`src/hdl/n2a_pkg.sv`:
```
// Shared types, character codes and helpers for the number-to-ASCII formatter.
package n2a_pkg;

  // Format selector codes
  typedef enum logic [2:0] {
    FUNC_DEC     = 3'd0,
    FUNC_FIXED   = 3'd1,
    FUNC_HEX8    = 3'd2,
    FUNC_HEX16   = 3'd3,
    FUNC_HEX32   = 3'd4,
    FUNC_NEWLINE = 3'd5
  } func_e;

  // How the character sequencer renders its run
  typedef enum logic [1:0] {
    MODE_DIGIT   = 2'd0,
    MODE_FIXED   = 2'd1,
    MODE_NEWLINE = 2'd2
  } emit_mode_e;

  localparam logic [7:0] ASCII_ZERO       = 8'd48;
  localparam logic [7:0] ASCII_DOT        = 8'd46;
  localparam logic [7:0] ASCII_LF         = 8'd10;
  localparam logic [7:0] ASCII_CR         = 8'd13;
  localparam logic [7:0] ASCII_HEX_OFFSET = 8'd55;

  localparam int unsigned BIN_W    = 16;             // binary width converted to decimal
  localparam int unsigned BCD_W    = 20;             // five BCD digits
  localparam int unsigned DIGITS_W = 32;             // eight nibble digits, left aligned
  localparam int unsigned COUNT_W  = 4;              // characters per run, up to 8

  // Run descriptor handed from the control to the character sequencer
  typedef struct packed {
    logic                  load;
    emit_mode_e            mode;
    logic [DIGITS_W-1:0]   digits;
    logic [COUNT_W-1:0]    count;
  } run_load_t;

  // Map one nibble to an uppercase hex or decimal character
  function automatic logic [7:0] nibble_char(input logic [3:0] nib);
    logic [7:0] ext;
    ext = {4'h0, nib};
    if (nib < 4'd10) begin
      nibble_char = ASCII_ZERO + ext;
    end else begin
      nibble_char = ASCII_HEX_OFFSET + ext;
    end
  endfunction

endpackage

```
`src/hdl/n2a_bcd.sv`:
```
// Bit-serial binary to BCD converter (shift and add-3), one input bit per cycle.
module n2a_bcd (
  input  logic                          clk_i,
  input  logic                          rst_ni,
  input  logic                          start_i,
  input  logic [n2a_pkg::BIN_W-1:0]     value_i,
  output logic                          done_o,
  output logic [n2a_pkg::BCD_W-1:0]     bcd_o
);

  localparam int unsigned NDIG  = n2a_pkg::BCD_W / 4;
  localparam int unsigned CNT_W = $clog2(n2a_pkg::BIN_W);

  logic [n2a_pkg::BIN_W-1:0] shift_q, shift_d;
  logic [n2a_pkg::BCD_W-1:0] bcd_q, bcd_d;
  logic [n2a_pkg::BCD_W-1:0] adj;
  logic [CNT_W-1:0]          cnt_q, cnt_d;
  logic                      busy_q, busy_d;
  logic                      done_q, done_d;

  // Add 3 to every digit that is 5 or more before the shift
  always_comb begin
    for (int i = 0; i < NDIG; i++) begin
      if (bcd_q[4*i +: 4] >= 4'd5) begin
        adj[4*i +: 4] = bcd_q[4*i +: 4] + 4'd3;
      end else begin
        adj[4*i +: 4] = bcd_q[4*i +: 4];
      end
    end
  end

  // Load on start, then shift one bit per cycle
  always_comb begin
    shift_d = shift_q;
    bcd_d   = bcd_q;
    cnt_d   = cnt_q;
    busy_d  = busy_q;
    done_d  = 1'b0;
    if (start_i) begin
      shift_d = value_i;
      bcd_d   = '0;
      cnt_d   = CNT_W'(n2a_pkg::BIN_W - 1);
      busy_d  = 1'b1;
    end else if (busy_q) begin
      bcd_d   = {adj[n2a_pkg::BCD_W-2:0], shift_q[n2a_pkg::BIN_W-1]};
      shift_d = {shift_q[n2a_pkg::BIN_W-2:0], 1'b0};
      cnt_d   = cnt_q - 1'b1;
      if (cnt_q == '0) begin
        busy_d = 1'b0;
        done_d = 1'b1;
      end
    end
  end

  always_ff @(posedge clk_i or negedge rst_ni) begin
    if (!rst_ni) begin
      cnt_q  <= '0;
      busy_q <= 1'b0;
      done_q <= 1'b0;
    end else begin
      cnt_q  <= cnt_d;
      busy_q <= busy_d;
      done_q <= done_d;
    end
  end

  always_ff @(posedge clk_i) begin
    shift_q <= shift_d;
    bcd_q   <= bcd_d;
  end

  assign done_o = done_q;
  assign bcd_o  = bcd_q;

endmodule

```
`src/hdl/n2a_emit.sv`:
```
// Character sequencer: emits nibble digits, a dot, or LF then CR to an output register.
module n2a_emit (
  input  logic               clk_i,
  input  logic               rst_ni,
  input  n2a_pkg::run_load_t run_i,
  output logic               busy_o,
  output logic               out_valid_o,
  input  logic               out_ready_i,
  output logic [7:0]         ascii_char_o,
  output logic               last_o
);

  logic [n2a_pkg::DIGITS_W-1:0] digits_q, digits_d;
  logic [n2a_pkg::COUNT_W-1:0]  remain_q, remain_d;
  n2a_pkg::emit_mode_e          mode_q, mode_d;
  logic                         valid_q, valid_d;
  logic [7:0]                   char_q, char_d;
  logic                         last_q, last_d;
  logic                         advance;
  logic                         is_dot;
  logic [7:0]                   next_char;

  assign advance = (remain_q != '0) && (!valid_q || out_ready_i);
  assign is_dot  = (mode_q == n2a_pkg::MODE_FIXED) && (remain_q == n2a_pkg::COUNT_W'(3));

  // Pick the character for the current position of the run
  always_comb begin
    if (mode_q == n2a_pkg::MODE_NEWLINE) begin
      next_char = (remain_q == n2a_pkg::COUNT_W'(2)) ? n2a_pkg::ASCII_LF : n2a_pkg::ASCII_CR;
    end else if (is_dot) begin
      next_char = n2a_pkg::ASCII_DOT;
    end else begin
      next_char = n2a_pkg::nibble_char(digits_q[n2a_pkg::DIGITS_W-1 -: 4]);
    end
  end

  // Load a run, advance it one character per transfer slot
  always_comb begin
    digits_d = digits_q;
    remain_d = remain_q;
    mode_d   = mode_q;
    valid_d  = valid_q;
    char_d   = char_q;
    last_d   = last_q;
    if (out_ready_i) begin
      valid_d = 1'b0;
    end
    if (run_i.load) begin
      digits_d = run_i.digits;
      remain_d = run_i.count;
      mode_d   = run_i.mode;
    end else if (advance) begin
      valid_d  = 1'b1;
      char_d   = next_char;
      last_d   = (remain_q == n2a_pkg::COUNT_W'(1));
      remain_d = remain_q - 1'b1;
      if (!is_dot) begin
        digits_d = {digits_q[n2a_pkg::DIGITS_W-5:0], 4'h0};
      end
    end
  end

  always_ff @(posedge clk_i or negedge rst_ni) begin
    if (!rst_ni) begin
      remain_q <= '0;
      mode_q   <= n2a_pkg::MODE_DIGIT;
      valid_q  <= 1'b0;
    end else begin
      remain_q <= remain_d;
      mode_q   <= mode_d;
      valid_q  <= valid_d;
    end
  end

  always_ff @(posedge clk_i) begin
    digits_q <= digits_d;
    char_q   <= char_d;
    last_q   <= last_d;
  end

  assign busy_o       = (remain_q != '0);
  assign out_valid_o  = valid_q;
  assign ascii_char_o = char_q;
  assign last_o       = last_q;

endmodule

```
`src/hdl/number_to_ascii_formatter_core.sv`:
```
// Top level of the number-to-ASCII formatter: input control, converter and sequencer.
//
// Input channel (in_valid_i / in_ready_o) takes one item: func_i selects the
// format and number_i carries the value. The output channel (out_valid_o /
// out_ready_i) returns the formatted text one character per transfer, with
// last_o set on the final character of the run. Unused format codes give no
// characters.
// Hex and newline runs start right away: the run descriptor is loaded into the
// sequencer registers and then the first character into the output register;
// further characters follow one per cycle while the receiver accepts them.
// Decimal and fixed-point runs first pass the low 16 bits through the
// bit-serial BCD converter, one bit per shift; its registered done flag then
// loads the run, and characters follow one per cycle as the receiver takes them.
// The next item is taken as soon as the last character of the run sits in
// the output register, so it overlaps the wait for that final transfer.
// Reset clears all control state; no output is valid after reset.
// When the receiver stalls, the output register holds its character and the
// sequencer waits; the input side stops taking items until the run drains.
module number_to_ascii_formatter_core (
  input  logic        clk_i,
  input  logic        rst_ni,
  input  logic        in_valid_i,
  output logic        in_ready_o,
  input  logic [2:0]  func_i,
  input  logic [31:0] number_i,
  output logic        out_valid_o,
  input  logic        out_ready_i,
  output logic [7:0]  ascii_char_o,
  output logic        last_o
);

  typedef enum logic [1:0] {
    ST_IDLE = 2'b01,
    ST_CONV = 2'b10
  } state_e;

  state_e                          state_q, state_d;
  logic                            fixed_q, fixed_d;
  logic                            in_xfer;
  logic                            emit_busy;
  logic                            bcd_start;
  logic                            bcd_done;
  logic [n2a_pkg::BCD_W-1:0]       bcd;
  n2a_pkg::run_load_t              run;

  assign in_ready_o = (state_q == ST_IDLE) && !emit_busy;
  assign in_xfer    = in_valid_i && in_ready_o;

  // Decode the item and build the run descriptor
  always_comb begin
    state_d   = state_q;
    fixed_d   = fixed_q;
    bcd_start = 1'b0;
    run       = '0;
    case (state_q)
      ST_IDLE: begin
        if (in_xfer) begin
          fixed_d = (func_i == n2a_pkg::FUNC_FIXED);
          case (n2a_pkg::func_e'(func_i))
            n2a_pkg::FUNC_DEC, n2a_pkg::FUNC_FIXED: begin
              bcd_start = 1'b1;
              state_d   = ST_CONV;
            end
            n2a_pkg::FUNC_HEX8: begin
              run.load   = 1'b1;
              run.mode   = n2a_pkg::MODE_DIGIT;
              run.digits = {number_i[7:0], 24'h0};
              run.count  = n2a_pkg::COUNT_W'(2);
            end
            n2a_pkg::FUNC_HEX16: begin
              run.load   = 1'b1;
              run.mode   = n2a_pkg::MODE_DIGIT;
              run.digits = {number_i[15:0], 16'h0};
              run.count  = n2a_pkg::COUNT_W'(4);
            end
            n2a_pkg::FUNC_HEX32: begin
              run.load   = 1'b1;
              run.mode   = n2a_pkg::MODE_DIGIT;
              run.digits = number_i;
              run.count  = n2a_pkg::COUNT_W'(8);
            end
            n2a_pkg::FUNC_NEWLINE: begin
              run.load   = 1'b1;
              run.mode   = n2a_pkg::MODE_NEWLINE;
              run.count  = n2a_pkg::COUNT_W'(2);
            end
            default: begin
              run.load = 1'b0;
            end
          endcase
        end
      end
      ST_CONV: begin
        if (bcd_done) begin
          run.load = 1'b1;
          state_d  = ST_IDLE;
          if (fixed_q) begin
            // Value / 10 drops the units digit; ten-thousands shows only if nonzero
            run.mode = n2a_pkg::MODE_FIXED;
            if (bcd[19:16] != 4'h0) begin
              run.digits = {bcd[19:4], 16'h0};
              run.count  = n2a_pkg::COUNT_W'(5);
            end else begin
              run.digits = {bcd[15:4], 20'h0};
              run.count  = n2a_pkg::COUNT_W'(4);
            end
          end else begin
            // Suppress leading zeros, keep at least one digit
            run.mode = n2a_pkg::MODE_DIGIT;
            if (bcd[19:16] != 4'h0) begin
              run.digits = {bcd, 12'h0};
              run.count  = n2a_pkg::COUNT_W'(5);
            end else if (bcd[15:12] != 4'h0) begin
              run.digits = {bcd[15:0], 16'h0};
              run.count  = n2a_pkg::COUNT_W'(4);
            end else if (bcd[11:8] != 4'h0) begin
              run.digits = {bcd[11:0], 20'h0};
              run.count  = n2a_pkg::COUNT_W'(3);
            end else if (bcd[7:4] != 4'h0) begin
              run.digits = {bcd[7:0], 24'h0};
              run.count  = n2a_pkg::COUNT_W'(2);
            end else begin
              run.digits = {bcd[3:0], 28'h0};
              run.count  = n2a_pkg::COUNT_W'(1);
            end
          end
        end
      end
      default: begin
        state_d = ST_IDLE;
      end
    endcase
  end

  always_ff @(posedge clk_i or negedge rst_ni) begin
    if (!rst_ni) begin
      state_q <= ST_IDLE;
      fixed_q <= 1'b0;
    end else begin
      state_q <= state_d;
      fixed_q <= fixed_d;
    end
  end

  n2a_bcd u_bcd (
    .clk_i   (clk_i),
    .rst_ni  (rst_ni),
    .start_i (bcd_start),
    .value_i (number_i[n2a_pkg::BIN_W-1:0]),
    .done_o  (bcd_done),
    .bcd_o   (bcd)
  );

  n2a_emit u_emit (
    .clk_i        (clk_i),
    .rst_ni       (rst_ni),
    .run_i        (run),
    .busy_o       (emit_busy),
    .out_valid_o  (out_valid_o),
    .out_ready_i  (out_ready_i),
    .ascii_char_o (ascii_char_o),
    .last_o       (last_o)
  );

endmodule

```
`config.mk`:
```
export PLATFORM = sky130hd
export DESIGN_NAME = number_to_ascii_formatter_core
export DESIGN_NICKNAME = d
export VERILOG_FILES = /design/src/hdl/n2a_pkg.sv /design/src/hdl/n2a_bcd.sv /design/src/hdl/n2a_emit.sv /design/src/hdl/number_to_ascii_formatter_core.sv
export SDC_FILE = /design/constraint.sdc
export NUM_CORES = 1
export LEC_CHECK = 0
export BUFFER_PORTS_ARGS = -buffer_cell sky130_fd_sc_hd__buf_2
export CORE_ASPECT_RATIO = 1.75
export CORE_UTILIZATION = 60
export DETAILED_ROUTE_END_ITERATION = 8
export HOLD_SLACK_MARGIN = 0.02
export PLACE_DENSITY = 0.85
export SLEW_MARGIN = 5
export SYNTH_ARGS = -nofsm -noshare
export SYNTH_HDL_FRONTEND = slang
export SYNTH_SLANG_ARGS = --single-unit
```
`constraint.sdc`:
```
create_clock -name clk_i -period 3.3 [get_ports clk_i]
set_input_delay 0.66 -clock clk_i [delete_from_list [all_inputs] [get_ports clk_i]]
set_output_delay 0.66 -clock clk_i [all_outputs]
set_load 0.03 [all_outputs]
```
==> metrics.yaml <==
yosysUniqueCellTypes: 65
gp_congestion: 0.919
port_buffers: 48
p_leak_nw: 2.48
critPathMostFrequentCell: "buf_4"
grt.overflow.total: 0
post_cts_resized: 0
cp_num_buf_inv: 4
cts-root-buf: "clkbuf_16"
track_usage_pct: 31.6
routedWlPerCell_um: 19.3
drv_slew: 0
route.detailed.drc: 0
syn_avg_cell_area_sq_um: 9.59
syn-num-nets: 627
power.total_mw: 5.42
dieArea_sq_um: 9480
crit_required_ns: 3.38
netlist_instances: 568
pwr_density_cell_nw_per_um2: 896
first_global_vias: 4383
reg2reg_depth: 9
synth_area_leaders: "edfxtp_1 31%, dfxtp_1 7.4%, dfrtp_1 6.9%"
cts_setup_buffers: 0
finalSetupViolCount: 0
die_x_um: 74.0
antenna_cells: 0
regToRegSetupSlack_ns: 0.82
ctsHoldBuffers: 0
wl_met1_um: 5080
ys_seq_area_share_pct: 45.6
dr_wl_met3_um: 788
crit_cells: 9
hold_class: "in2async"
rows: 45
synth_edf_count: 56
io_pins: 50
path_delay_family: "buffers and inverters"
slowest_delay_ns: 0.55
dp_hpwl_um: 10000
r2r-end: "u_emit.digits_q[19]$_DFFE_PP_"
clockBufferDepth: 2
rsz0062_at_grt: "false"
peakVddDrop_uv: 618
fin_crit_sh_pct: 75.1
fmax_ghz: 0.403
tightest_slew_ns: 0.821
clock_skew_ns: 0.00735
n_fill_cell: 644
cp-end-kind: "flop"
yosysWarningCount: 0
num_vias: 4615
synth_top_area_share_pct: 30.9
async_reset_ff_share_pct: 17.4
cp_cell_sequence: "inv_1 > ha_1 > nand2_1 > buf_4 > nor2_1 > buf_4 > a31oi_4 > buf_4 > o21ai_0"
yosys.area.top_type: "edfxtp_1"
synth_ff_type: "edfxtp_1"
cp-start-kind: "flop"
syn_area_sq_um: 5450
clock_sinks: 92
initial_core_util_pct: 62.4
drv_cap: 0
cp-startpoint: "state_q[0]$_DFFE_PN1P_"
synth_seq_cells: 92
layout-drive-gt1-share_pct: 15.6
die_h_um: 128
area_delta_synth_final_pct: 11.0
drt_iter0_markers: 401
grt_max_degree: 33
fin_crit_ns: 2.48
status: "complete, no violations"
dr_wl_met2_um: 7180
slew_headroom_pct: 44.8
arrival_ns: 2.56
antenna_found_initial: 0
critPathKind: "reg2reg"
cts_made_buffers: 9
routed_wl_um: 13900
setup_tns_ns: 0
grt_pass1_wl_um: 22100
ant_nets: 0
crit_fanout: 32
nNetsFinal: 655
timing.rr.start: "state_q[0]$_DFFE_PN1P_"
clock_latency_ns: 0.35
clkTransAtPathRegs_ns: 0.07
core_area_sq_um: 8730
cts_tree: "built"
drt_pass1_iterations: 6
via_per_inst: 6.43
crit_slowest_cell: "dfstp_2"
hold_viol: 0
top_layer_used: "met4"
cts_max_level: 3
==> power by group <==
part / internal, mW / total, mW / switching, mW / leakage, nW
Sequential: 1.73 / 2.19 / 0.453 / 0.906
Clock: 0.736 / 1.19 / 0.450 / 0.166
Combinational: 0.808 / 2.05 / 1.24 / 1.41
Total: 3.28 / 5.42 / 2.14 / 2.48
==> sequential cells by signal, indices dropped and copies added (netlist names), 2 cells and up <==
name                 flops
state_q                  2
u_emit.remain_q          4
u_emit.mode_q            2
u_emit.digits_q         32
u_bcd.cnt_q              4
u_bcd.shift_q           16
u_emit.ascii_char_o      7
u_bcd.bcd_o             20
==> layout make-up <==
| class | count | area, sq um | area share, % |
|---|---|---|---|
| clock inverter | 4 | 78.8 | 1.30 |
| timing repair buffer | 58 | 315 | 5.21 |
| multi-input combinational | 403 | 2640 | 43.6 |
| tap | 117 | 146 | 2.42 |
| inverter | 32 | 120 | 1.99 |
| sequential | 92 | 2480 | 41.1 |
| clock buffer | 12 | 268 | 4.43 |
==> synthesized netlist by cell type, types with 8 or more instances <==
cell type,count
dfrtp_1,15
a21oi_1,37
dfxtp_1,20
ha_1,20
and2_1,8
inv_1,32
buf_2,18
a22o_1,10
o22a_1,11
nor2_1,32
a22oi_1,12
a32oi_1,8
mux2_2,8
o21ai_0,23
nand2b_1,10
nand2_1,89
mux2i_1,13
edfxtp_1,56
xnor2_1,12
clkbuf_1,16
nand3_1,16
==> how the worst max path moves through the flow <==
stage	endpoint	slack, ns
finish	u_emit.digits_q[19]$_DFFE_PP_	0.82
floorplan	u_emit.digits_q[0]$_SDFFCE_PN0P_	0.76
detailed placement	u_emit.digits_q[12]$_DFFE_PP_	0.74
CTS	u_emit.digits_q[19]$_DFFE_PP_	0.85
global placement	u_emit.digits_q[12]$_DFFE_PP_	0.81
global route	u_emit.digits_q[22]$_DFFE_PP_	0.68
==> metrics by stage <==
step | instance area, sq um | utilization (%) | std cells | setup WS (ns) | hold slack, ns
3_5_place_dp | 5700 | 65.3 | 702 | 0.736 | 0.477
2_1_floorplan | 5450 | - | 568 | 0.764 | 0.364
3_3_place_gp | 5700 | 65.3 | 702 | 0.815 | 0.473
4_1_cts | 6050 | 69.3 | 718 | 0.848 | 0.237
5_1_grt | 6050 | 69.3 | 718 | 0.683 | 0.253
6_report | 6050 | 69.3 | 718 | 0.820 | 0.230
==> placed cells by master, fill, tap and decap left out, drive strengths merged, types with 3 or more instances in the layout <==
cell	count
a22o	10
a211o	4
and3	3
a32oi	8
a222oi	4
clkbuf	12
nand2	89
mux2	8
dfxtp	20
edfxtp	56
and2	9
xnor2	12
buf	58
a31oi	6
nor3	6
nor2	36
ha	20
a21o	6
mux2i	13
nor3b	4
nand3	16
a21oi	37
or3b	3
o21ai	28
o221ai	6
inv	33
a22oi	12
nand2b	10
dfrtp	15
o22a	11
a221oi	5
nor4	3
a311o	3
o211ai	6
==> worst reg2reg max path, cell delays in order, from the launching register on <==
cell     delay, ns
dfstp_2       0.55
inv_1         0.05
ha_1          0.25
nand2_1       0.10
buf_4         0.20
nor2_1        0.06
buf_4         0.18
a31oi_4       0.29
buf_4         0.38
o21ai_0       0.16
==> per-layer routing <==
metal	up-vias	global-route usage, %
li1	2125	-
met1	2212	35.1
met2	224	54.2
met3	54	5.27
met4	0	20.5
met5	-	0
==> cells by family (layout without fill, tap and decap cells) <==
group | count (synthesis) | in the layout | synth area share (%)
adder cells (fa/ha/maj) | 20 | 20 | 4.59
AO/OA/AOI/OAI | 159 | 159 | 20.5
multiplexers | 21 | 21 | 4.04
AND/OR/NAND/NOR | 188 | 188 | 17.0
flip-flops | 92 | 92 | 45.6
other | 1 | 1 | 0.0689
buffers and inverters | 73 | 106 | 6.00
XOR/XNOR | 14 | 14 | 2.25
No activity file was read; power rests on OpenSTA's default activity.
